`config.mk`:
```
export PLATFORM = sky130hd
export DESIGN_NAME = stimulus_trial_response_tracker
export DESIGN_NICKNAME = d
export VERILOG_FILES = /design/src/rtl/strt_pkg.sv /design/src/rtl/strt_front.sv /design/src/rtl/strt_queue.sv /design/src/rtl/strt_back.sv /design/src/rtl/stimulus_trial_response_tracker.sv
export SDC_FILE = /design/constraint.sdc
export NUM_CORES = 1
export LEC_CHECK = 0
export BUFFER_PORTS_ARGS = -buffer_cell sky130_fd_sc_hd__buf_2
export CORE_MARGIN = 3
export CORE_UTILIZATION = 30
export CTS_CLUSTER_DIAMETER = 40
export CTS_CLUSTER_SIZE = 14
export DETAILED_ROUTE_END_ITERATION = 7
export PLACE_DENSITY = 0.43
export SYNTH_ARGS = -nofsm -noshare
export SYNTH_HDL_FRONTEND = slang
export SYNTH_HIERARCHICAL = 1
export SYNTH_SLANG_ARGS = --single-unit
```
`constraint.sdc`:
```
create_clock -name i_clk -period 15.95 [get_ports i_clk]
set_input_delay 3.19 -clock i_clk [delete_from_list [all_inputs] [get_ports i_clk]]
set_output_delay 3.19 -clock i_clk [all_outputs]
set_load 0.05 [all_outputs]
```
`src/rtl/strt_pkg.sv`:
```
// ----------------------------------------------------------------------------
// strt_pkg
// Types and constants shared by the stimulus trial response tracker.
// ----------------------------------------------------------------------------
package strt_pkg;

    localparam int unsigned TIME_W   = 32;
    localparam int unsigned SID_W    = 16;
    localparam int unsigned CNT8_W   = 8;
    localparam int unsigned SPIKE_W  = 16;
    localparam int unsigned IN_DATA_W  = 72;
    localparam int unsigned OUT_DATA_W = 104;
    localparam int unsigned CFG_ADDR_W = 2;

    // Stimuli needed to complete a pattern when the expected count is unknown
    localparam logic [CNT8_W-1:0] LEGACY_STIMS = 8'd4;

    localparam logic [CFG_ADDR_W-1:0] CFG_ENABLE      = 2'd0;
    localparam logic [CFG_ADDR_W-1:0] CFG_USE_DATASET = 2'd1;
    localparam logic [CFG_ADDR_W-1:0] CFG_POST_WINDOW = 2'd2;
    localparam logic [CFG_ADDR_W-1:0] CFG_LATE_WINDOW = 2'd3;

    // Classified tick handed from the front to the back
    typedef struct packed {
        logic [TIME_W-1:0] time_now;
        logic              stim_rise;
        logic              spike_rise;
        logic [SID_W-1:0]  sid;
        logic [CNT8_W-1:0] exp_stims;
        logic [CNT8_W-1:0] label;
        logic [TIME_W-1:0] late_limit;   // saturated time_now + late_window
    } t_item;

    // Closed trial record
    typedef struct packed {
        logic [TIME_W-1:0]  close_time;
        logic               deadline_valid;
        logic [TIME_W-1:0]  deadline;
        logic [CNT8_W-1:0]  n_stims;
        logic [CNT8_W-1:0]  class_label;
        logic               late;
        logic               fired;
        logic [SPIKE_W-1:0] n_spikes;
    } t_rec;

    typedef struct packed {
        logic              use_dataset;
        logic [TIME_W-1:0] post_window;
        logic [TIME_W-1:0] late_window;
    } t_cfg;

endpackage

```
`src/rtl/strt_front.sv`:
```
// ----------------------------------------------------------------------------
// strt_front
// Detects stimulus and spike edges and precomputes the close limit per tick.
// ----------------------------------------------------------------------------
module strt_front (
    input  logic                           i_clk,
    input  logic                           i_rst_n,
    input  logic                           i_enable,
    input  logic [strt_pkg::TIME_W-1:0]    i_late_window,
    input  logic                           i_in_valid,
    input  logic [strt_pkg::IN_DATA_W-1:0] i_in_data,
    input  logic                           i_q_ready,
    output logic                           o_in_ready,
    output logic                           o_q_push,
    output strt_pkg::t_item                o_q_item
);
    import strt_pkg::*;

    logic              r_prev_stim;
    logic              r_prev_spike;
    logic              accept;
    logic [TIME_W-1:0] now;
    logic              stim;
    logic              spike;
    logic [TIME_W:0]   late_sum;

    assign now   = i_in_data[31:0];
    assign stim  = i_in_data[32];
    assign spike = i_in_data[33];

    assign o_in_ready = i_q_ready;
    assign accept     = i_in_valid && i_q_ready;
    assign late_sum   = {1'b0, now} + {1'b0, i_late_window};

    always_comb begin
        o_q_item.time_now   = now;
        o_q_item.stim_rise  = !r_prev_stim && stim;
        o_q_item.spike_rise = !r_prev_spike && spike;
        o_q_item.sid        = i_in_data[49:34];
        o_q_item.exp_stims  = i_in_data[57:50];
        o_q_item.label      = i_in_data[65:58];
        o_q_item.late_limit = late_sum[TIME_W] ? '1 : late_sum[TIME_W-1:0];
    end

    // Disabled ticks are taken and dropped without touching the edge history
    assign o_q_push = accept && i_enable;

    always_ff @(posedge i_clk) begin
        if (!i_rst_n) begin
            r_prev_stim  <= 1'b0;
            r_prev_spike <= 1'b0;
        end else if (o_q_push) begin
            r_prev_stim  <= stim;
            r_prev_spike <= spike;
        end
    end

endmodule

```
`src/rtl/strt_queue.sv`:
```
// ----------------------------------------------------------------------------
// strt_queue
// Two-entry queue of classified ticks between front and back.
// ----------------------------------------------------------------------------
module strt_queue (
    input  logic            i_clk,
    input  logic            i_rst_n,
    input  logic            i_push,
    input  strt_pkg::t_item i_item,
    input  logic            i_pop,
    output logic            o_ready,
    output logic            o_valid,
    output strt_pkg::t_item o_item
);
    import strt_pkg::*;

    t_item       r_mem [2];
    logic        r_wp;
    logic        r_rp;
    logic [1:0]  r_cnt;
    logic        do_pop;

    assign o_ready = (r_cnt != 2'd2);
    assign o_valid = (r_cnt != 2'd0);
    assign o_item  = r_mem[r_rp];
    assign do_pop  = i_pop && o_valid;

    always_ff @(posedge i_clk) begin
        if (i_push) begin
            r_mem[r_wp] <= i_item;
        end
    end

    always_ff @(posedge i_clk) begin
        if (!i_rst_n) begin
            r_wp  <= 1'b0;
            r_rp  <= 1'b0;
            r_cnt <= 2'd0;
        end else begin
            if (i_push) begin
                r_wp <= !r_wp;
            end
            if (do_pop) begin
                r_rp <= !r_rp;
            end
            case ({i_push, do_pop})
                2'b10:   r_cnt <= r_cnt + 2'd1;
                2'b01:   r_cnt <= r_cnt - 2'd1;
                default: r_cnt <= r_cnt;
            endcase
        end
    end

endmodule

```
`src/rtl/strt_back.sv`:
```
// ----------------------------------------------------------------------------
// strt_back
// Trial state update, one tick per cycle unless stalled; registered result.
// ----------------------------------------------------------------------------
module strt_back (
    input  logic                        i_clk,
    input  logic                        i_rst_n,
    input  logic                        i_use_dataset,
    input  logic [strt_pkg::TIME_W-1:0] i_post_window,
    input  logic                        i_q_valid,
    input  strt_pkg::t_item             i_q_item,
    output logic                        o_q_pop,
    input  logic                        i_out_ready,
    output logic                        o_out_valid,
    output strt_pkg::t_rec              o_out_rec
);
    import strt_pkg::*;

    typedef struct packed {
        logic               open;
        logic               pdone;
        logic [SID_W-1:0]   sample;
        logic [CNT8_W-1:0]  expct;
        logic [CNT8_W-1:0]  cls;
        logic [CNT8_W-1:0]  stims;
        logic [SPIKE_W-1:0] spikes;
        logic               fired;
        logic               late;
        logic [TIME_W-1:0]  last;
        logic [TIME_W-1:0]  obs_end;
        logic               oset;
    } t_trial;

    t_trial r_st;
    t_trial n_st;
    t_rec   r_rec;
    t_rec   n_rec;
    logic   r_out_valid;
    logic   emit;

    function automatic t_rec f_capture(t_trial s, logic [TIME_W-1:0] now);
        t_rec r;
        r.n_spikes       = s.spikes;
        r.fired          = s.fired;
        r.late           = s.late;
        r.class_label    = s.cls;
        r.n_stims        = s.stims;
        r.deadline       = s.oset ? s.obs_end : '0;
        r.deadline_valid = s.oset;
        r.close_time     = now;
        return r;
    endfunction

    // Class label survives a close; everything else returns to zero
    function automatic t_trial f_clear(t_trial s);
        t_trial c;
        c        = '0;
        c.cls    = s.cls;
        return c;
    endfunction

    function automatic t_trial f_done(t_trial s, t_item it);
        t_trial c;
        logic   complete;
        c        = s;
        complete = (s.expct != '0) ? (s.stims >= s.expct) : (s.stims >= LEGACY_STIMS);
        if (complete) begin
            c.pdone = 1'b1;
            if (!s.oset) begin
                c.obs_end = it.late_limit;
                c.oset    = 1'b1;
            end
        end
        return c;
    endfunction

    function automatic t_trial f_begin(t_trial s, t_item it, logic use_ds);
        t_trial c;
        c         = s;
        c.open    = 1'b1;
        c.pdone   = 1'b0;
        c.oset    = 1'b0;
        c.obs_end = '0;
        c.sample  = it.sid;
        c.expct   = use_ds ? it.exp_stims : '0;
        c.cls     = it.label;
        c.fired   = 1'b0;
        c.late    = 1'b0;
        c.last    = it.time_now;
        c.stims   = 8'd1;
        c.spikes  = '0;
        return f_done(c, it);
    endfunction

    function automatic t_trial f_append(t_trial s, t_item it);
        t_trial c;
        c = s;
        if (s.stims != '1) begin
            c.stims = s.stims + 8'd1;
        end
        c.last = it.time_now;
        return f_done(c, it);
    endfunction

    function automatic t_trial f_spike(t_trial s, t_item it, logic [TIME_W-1:0] pw);
        t_trial          c;
        logic [TIME_W:0] lim;
        c   = s;
        lim = {1'b0, s.last} + {1'b0, pw};
        if (s.spikes != '1) begin
            c.spikes = s.spikes + 16'd1;
        end
        // Spikes before the last stimulus are counted but not classified
        if (s.pdone && (it.time_now >= s.last)) begin
            if ({1'b0, it.time_now} <= lim) begin
                c.fired = 1'b1;
            end else if (!s.fired) begin
                c.late = 1'b1;
            end
        end
        return c;
    endfunction

    always_comb begin
        t_trial s;
        s     = r_st;
        emit  = 1'b0;
        n_rec = r_rec;
        if (s.open && i_use_dataset && (s.sample != i_q_item.sid)
            && !i_q_item.stim_rise) begin
            n_rec = f_capture(s, i_q_item.time_now);
            emit  = 1'b1;
            s     = f_clear(s);
        end
        if (i_q_item.stim_rise) begin
            if (!s.open) begin
                s = f_begin(s, i_q_item, i_use_dataset);
            end else if (!s.pdone) begin
                s = f_append(s, i_q_item);
            end else begin
                n_rec = f_capture(s, i_q_item.time_now);
                emit  = 1'b1;
                s     = f_begin(f_clear(s), i_q_item, i_use_dataset);
            end
        end
        if (s.open) begin
            if (i_q_item.spike_rise) begin
                s = f_spike(s, i_q_item, i_post_window);
            end
            if (!emit && s.oset && (i_q_item.time_now >= s.obs_end)) begin
                n_rec = f_capture(s, i_q_item.time_now);
                emit  = 1'b1;
                s     = f_clear(s);
            end
        end
        n_st = s;
    end

    // Advance unless a new record would overwrite one still waiting
    assign o_q_pop = i_q_valid && (!emit || !r_out_valid || i_out_ready);

    always_ff @(posedge i_clk) begin
        if (!i_rst_n) begin
            r_st        <= '0;
            r_out_valid <= 1'b0;
        end else begin
            if (o_q_pop) begin
                r_st <= n_st;
            end
            if (o_q_pop && emit) begin
                r_out_valid <= 1'b1;
            end else if (i_out_ready) begin
                r_out_valid <= 1'b0;
            end
        end
    end

    always_ff @(posedge i_clk) begin
        if (o_q_pop && emit) begin
            r_rec <= n_rec;
        end
    end

    assign o_out_valid = r_out_valid;
    assign o_out_rec   = r_rec;

endmodule

```
`src/rtl/stimulus_trial_response_tracker.sv`:
```
// ----------------------------------------------------------------------------
// stimulus_trial_response_tracker
// Tracks stimulus trials and the neuron response, one tick per item.
// ----------------------------------------------------------------------------
// Usage:
//   Slave stream s_axis carries one tick per item. Master stream m_axis
//   carries one record per closed trial; a tick yields at most one record.
//   The config port writes a register when i_cfg_we is high; write only
//   while the block is idle.
// Throughput: one item per cycle while no record stalls the back. The front
//   takes a tick whenever the two-entry queue has room; the back clears one
//   queued tick per cycle, its combinational state update sets the rate.
// Path: the queue entry is written at the edge that takes a tick; the back
//   then updates its state and loads the record into the output register
//   when it pops that tick, which a stall can hold back.
// Stall: while m_axis waits with a record, ticks that make no record still
//   pass; a tick that would make one holds in the queue, and when the queue
//   fills s_axis_tready drops.
// Reset: synchronous, active low; clears all trial state, the edge history
//   and the queue, and loads the register defaults (enabled, dataset mode,
//   post window 500000, late window 1500000).
// ----------------------------------------------------------------------------
module stimulus_trial_response_tracker (
    input  logic                            i_clk,
    input  logic                            i_rst_n,
    // tdata: time_now[31:0], stim_level[32], spike_level[33], sample[49:34],
    //        expected count[57:50], class[65:58], zero fill
    input  logic                            s_axis_tvalid,
    output logic                            s_axis_tready,
    input  logic [strt_pkg::IN_DATA_W-1:0]  s_axis_tdata,
    // tdata: spikes[15:0], fired[16], late[17], class_label[25:18],
    //        stims[33:26], deadline[65:34], deadline_valid[66],
    //        close_time[98:67], zero fill
    output logic                            m_axis_tvalid,
    input  logic                            m_axis_tready,
    output logic [strt_pkg::OUT_DATA_W-1:0] m_axis_tdata,
    input  logic                            i_cfg_we,
    input  logic [strt_pkg::CFG_ADDR_W-1:0] i_cfg_addr,
    input  logic [strt_pkg::TIME_W-1:0]     i_cfg_wdata
);
    import strt_pkg::*;

    logic  r_enable;
    t_cfg  r_cfg;
    logic  q_ready;
    logic  q_push;
    t_item q_in;
    logic  q_pop;
    logic  q_valid;
    t_item q_out;
    t_rec  rec;

    always_ff @(posedge i_clk) begin
        if (!i_rst_n) begin
            r_enable          <= 1'b1;
            r_cfg.use_dataset <= 1'b1;
            r_cfg.post_window <= 32'd500000;
            r_cfg.late_window <= 32'd1500000;
        end else if (i_cfg_we) begin
            case (i_cfg_addr)
                CFG_ENABLE:      r_enable          <= i_cfg_wdata[0];
                CFG_USE_DATASET: r_cfg.use_dataset <= i_cfg_wdata[0];
                CFG_POST_WINDOW: r_cfg.post_window <= i_cfg_wdata;
                CFG_LATE_WINDOW: r_cfg.late_window <= i_cfg_wdata;
                default:         r_enable          <= r_enable;
            endcase
        end
    end

    strt_front u_front (
        .i_clk         (i_clk),
        .i_rst_n       (i_rst_n),
        .i_enable      (r_enable),
        .i_late_window (r_cfg.late_window),
        .i_in_valid    (s_axis_tvalid),
        .i_in_data     (s_axis_tdata),
        .i_q_ready     (q_ready),
        .o_in_ready    (s_axis_tready),
        .o_q_push      (q_push),
        .o_q_item      (q_in)
    );

    strt_queue u_queue (
        .i_clk   (i_clk),
        .i_rst_n (i_rst_n),
        .i_push  (q_push),
        .i_item  (q_in),
        .i_pop   (q_pop),
        .o_ready (q_ready),
        .o_valid (q_valid),
        .o_item  (q_out)
    );

    strt_back u_back (
        .i_clk         (i_clk),
        .i_rst_n       (i_rst_n),
        .i_use_dataset (r_cfg.use_dataset),
        .i_post_window (r_cfg.post_window),
        .i_q_valid     (q_valid),
        .i_q_item      (q_out),
        .o_q_pop       (q_pop),
        .i_out_ready   (m_axis_tready),
        .o_out_valid   (m_axis_tvalid),
        .o_out_rec     (rec)
    );

    assign m_axis_tdata = {5'd0, rec.close_time, rec.deadline_valid, rec.deadline,
                           rec.n_stims, rec.class_label, rec.late, rec.fired,
                           rec.n_spikes};

endmodule

```
==> summary.json <==
{
  "status": {"value": "completed"},
  "mappedNetlistArea": {"value": 28800, "unit": "µm²"},
  "max_clock_freq": {"value": 0.0806, "unit": "GHz"},
  "synth_simple_gate_area_share": {"value": 15.5, "unit": "%"},
  "length_of_the_first_detailed_routing_pass_in_iterations": {"value": 7},
  "std_cell_rows": {"value": 112},
  "worst_ep_required_time": {"value": 16540, "unit": "ps"},
  "numCtsBuffers": {"value": 101},
  "cp_common_cell": {"value": "sky130_fd_sc_hd__ha_1"},
  "cts.sink_count": {"value": 494},
  "yosysTopAreaCell": {"value": "sky130_fd_sc_hd__edfxtp_1"},
  "cts-root-to-sink-buffers": {"value": 3},
  "synthTopCellsByArea": {"value": "sky130_fd_sc_hd__edfxtp_1 31%, sky130_fd_sc_hd__dfxtp_1 14%, sky130_fd_sc_hd__ha_1 7.3%"},
  "grt_first_pass_wirelength": {"value": 144000, "unit": "µm"},
  "timing.setup.tns": {"value": 0, "unit": "ps"},
  "initial_antenna_violation_count": {"value": 8},
  "yosysSeqAreaShare": {"value": 44.6, "unit": "%"},
  "timing.clock.skew": {"value": 37.2, "unit": "ps"},
  "io-pin-count": {"value": 217},
  "final.period_utilization": {"value": 77.8, "unit": "%"},
  "ys_ff_latch": {"value": 494},
  "stage_delay_of_the_slowest_cell_on_the_critical_path": {"value": 900, "unit": "ps"},
  "first_global_vias": {"value": 23303},
  "cts_setup_buffers": {"value": 0},
  "tightest_slew": {"value": 1260, "unit": "ps"},
  "rsz0062_at_grt": {"value": "false"},
  "hold_buffers": {"value": 0},
  "route.detailed.wl_per_inst": {"value": 21.7, "unit": "µm"},
  "synth.area.mux_share": {"value": 6.61, "unit": "%"},
  "average_cell_area_after_synthesis": {"value": 9.72, "unit": "µm²"},
  "parity_gate_share_of_the_synthesized_area_counting_xor_and_xnor_cells": {"value": 2.10, "unit": "%"},
  "port_buffers": {"value": 205},
  "groute.usage.overall": {"value": 18.8, "unit": "%"},
  "hold_class": {"value": "flop to flop"},
  "cap_violations": {"value": 0},
  "die_width": {"value": 316, "unit": "µm"},
  "post_detailed_placement_half_perimeter_wirelength": {"value": 66400, "unit": "µm"},
  "slew_headroom": {"value": 16.1, "unit": "%"},
  "p_leak": {"value": 13.3, "unit": "nW"},
  "yosysUniqueCellTypes": {"value": 99},
  "commonest_non_fill_non_tap_cell_in_the_layout": {"value": "sky130_fd_sc_hd__nand2_1"},
  "final_weighted_congestion_in_routability_driven_placement": {"value": 0.864},
  "crit_arrival": {"value": 13010, "unit": "ps"},
  "clock_pin_slew_of_the_registers_on_the_worst_case_setup_and_hold_paths": {"value": 50, "unit": "ps"},
  "period_minus_slack": {"value": 12410, "unit": "ps"},
  "synth-edff-count": {"value": 295},
  "cts.root.buffer_cell": {"value": "sky130_fd_sc_hd__clkbuf_16"},
  "drc": {"value": 0},
  "pin_count_of_the_biggest_net_entering_global_routing": {"value": 75},
  "synth_async_sr_flop_share": {"value": 0, "unit": "%"},
  "1st_iter_drt_viols": {"value": 1497},
  "worst-setup-path-type": {"value": "flop to flop"},
  "slowest_stage": {"value": "sky130_fd_sc_hd__dfxtp_4"},
  "drt.antenna.violating_nets": {"value": 0},
  "yosys_most_used_dff": {"value": "sky130_fd_sc_hd__edfxtp_1"},
  "post_route_cells_drive_above_1_share": {"value": 16.6, "unit": "%"},
  "vias": {"value": 23346},
  "power.ir.vdd_worst": {"value": 0.0982, "unit": "mV"},
  "end_kind": {"value": "flop"},
  "clock_tree_from_tritoncts": {"value": "done"},
  "p_total": {"value": 6.14, "unit": "mW"},
  "grt_remaining_overflow": {"value": 0},
  "synthToLayoutAreaGrowth": {"value": 17.6, "unit": "%"},
  "pwr_density_cell": {"value": 182, "unit": "nW/µm²"},
  "cts.htree.levels": {"value": 3},
  "finalNetCount": {"value": 3334},
  "timing_hold_violations_final": {"value": 0},
  "setup-violations-final": {"value": 0},
  "die_height": {"value": 316, "unit": "µm"},
  "totalWireLength": {"value": 95500, "unit": "µm"},
  "final_cell_mix": {"value": "435 x sky130_fd_sc_hd__nand2_1, 295 x sky130_fd_sc_hd__edfxtp_1, 234 x sky130_fd_sc_hd__a21oi_1"},
  "combinational_family_with_the_most_area_after_synthesis": {"value": "compound AO/OA/AOI/OAI gates"},
  "die_outline_area": {"value": 99700, "unit": "µm²"},
  "detail_route.vias_per_cell": {"value": 5.31},
  "proportion_of_netlist_area_held_by_the_largest_area_contributor": {"value": 30.8, "unit": "%"},
  "clk_latency": {"value": 660, "unit": "ps"},
  "synth_compound_gate_area_share": {"value": 17.7, "unit": "%"},
  "synth_fa_ha_area_share": {"value": 7.49, "unit": "%"},
  "fillCellCount": {"value": 9474},
  "critical_path.max_fanout": {"value": 53},
  "initial_standard_cell_utilization_of_the_core": {"value": 30.6, "unit": "%"},
  "synthesis.yosys.warnings": {"value": 6},
  "critPathLaunchType": {"value": "flop"},
  "number_of_slew_limit_violations_in_the_final_report": {"value": 0},
  "synth_cells": {"value": 2961},
  "placeableCoreArea": {"value": 94200, "unit": "µm²"},
  "postCtsResizedCells": {"value": 0}
}
[cell usage after synthesis (all sizes together) (8+ instances only)]
master,n
a2111oi,9
a211o,8
a211oi,57
a21o,47
a21oi,236
a221o,36
a22o,23
a31o,37
a31oi,22
and3,62
and4,8
buf,144
clkbuf,113
dfxtp,199
edfxtp,295
ha,169
inv,73
mux2,100
mux2i,70
nand2,438
nand2b,15
nand3,141
nand4,42
nor2,131
nor2b,40
nor3,29
nor4,12
o211ai,15
o21a,25
o21ai,160
o21bai,13
o22ai,15
o31ai,9
or3,14
xnor2,40
xor2,29
[area by class of cell]
cell class	count	area (µm²)	area share (%)
inverter	73	275	0.813
clock inverter	71	808	2.39
tap	1254	1570	4.64
multi-input combinational	2141	14300	42.2
antenna	3	7.51	0.0222
timing repair buffer	241	1310	3.87
sequential	494	12800	38.0
clock buffer	121	2760	8.14
[state kept, by name, indices dropped and copies added (netlist names), 2 cells and up, named ones only]
name              count
r_cfg                65
u_back/o_out_rec     99
u_queue/r_cnt         2
u_back/r_st         125
u_queue/r_mem       196
[worst max-delay path: cells and delay by family (launching register included)]
family	cells	cell delay (ps)
muxes	2	790
AOI/OAI and AO/OA	16	6040
xor gates and xnor gates	1	170
adders and majority gates	4	1070
and+or+nand+nor	10	2260
buffers and inverters	2	1000
DFF	1	900
[path summary, 6_finish.rpt]
path,end,cells past startpoint,from,slack (ps)
hold reg to reg,u_back/r_st[61]$_SDFFE_PN0P_,2,u_back/r_st[61]$_SDFFE_PN0P_,450
setup / recovery,u_queue/r_cnt[1]$_SDFFE_PN0P_,35,flop,3540
hold / removal,u_back/r_st[61]$_SDFFE_PN0P_,2,u_back/r_st[61]$_SDFFE_PN0P_,450
setup reg to reg,u_queue/r_cnt[1]$_SDFFE_PN0P_,35,flop,3540
[power breakdown]
| group | total [mW] | internal (mW) | switching, mW |
|---|---|---|---|
| Sequential | 1.67 | 1.56 | 0.104 |
| Clock | 2.19 | 1.43 | 0.761 |
| Combinational | 2.29 | 0.744 | 1.54 |
[cells by family after synthesis]
kind of cell	Yosys count
compound gates	764
xor+xnor	69
fa+ha+maj	171
buf+inv	330
flops	494
mux	170
other cells	1
simple gates	962
[through the flow]
step	cells	worst slack (ps)	cell area [µm²]	hold WS, ps	util [%]
floorplan	2965	3000	28800	432	-
global placement	4203	3570	30300	438	32.1
detailed placement	4203	3580	30300	444	32.1
CTS	4395	3520	33800	451	35.9
global route	4397	2730	33800	465	35.9
finish	4398	3540	33800	449	35.9
[metal layers]
metal  global-route usage, %  wire [µm]  share of wire (%)
met3                    3.15       4760                5.0
met4                    5.89       2390                2.5
met2                    30.9      44600                 47
met5                       0         28              0.029
met1                    25.1      43700                 46
Power figures use the tool's default switching activity.
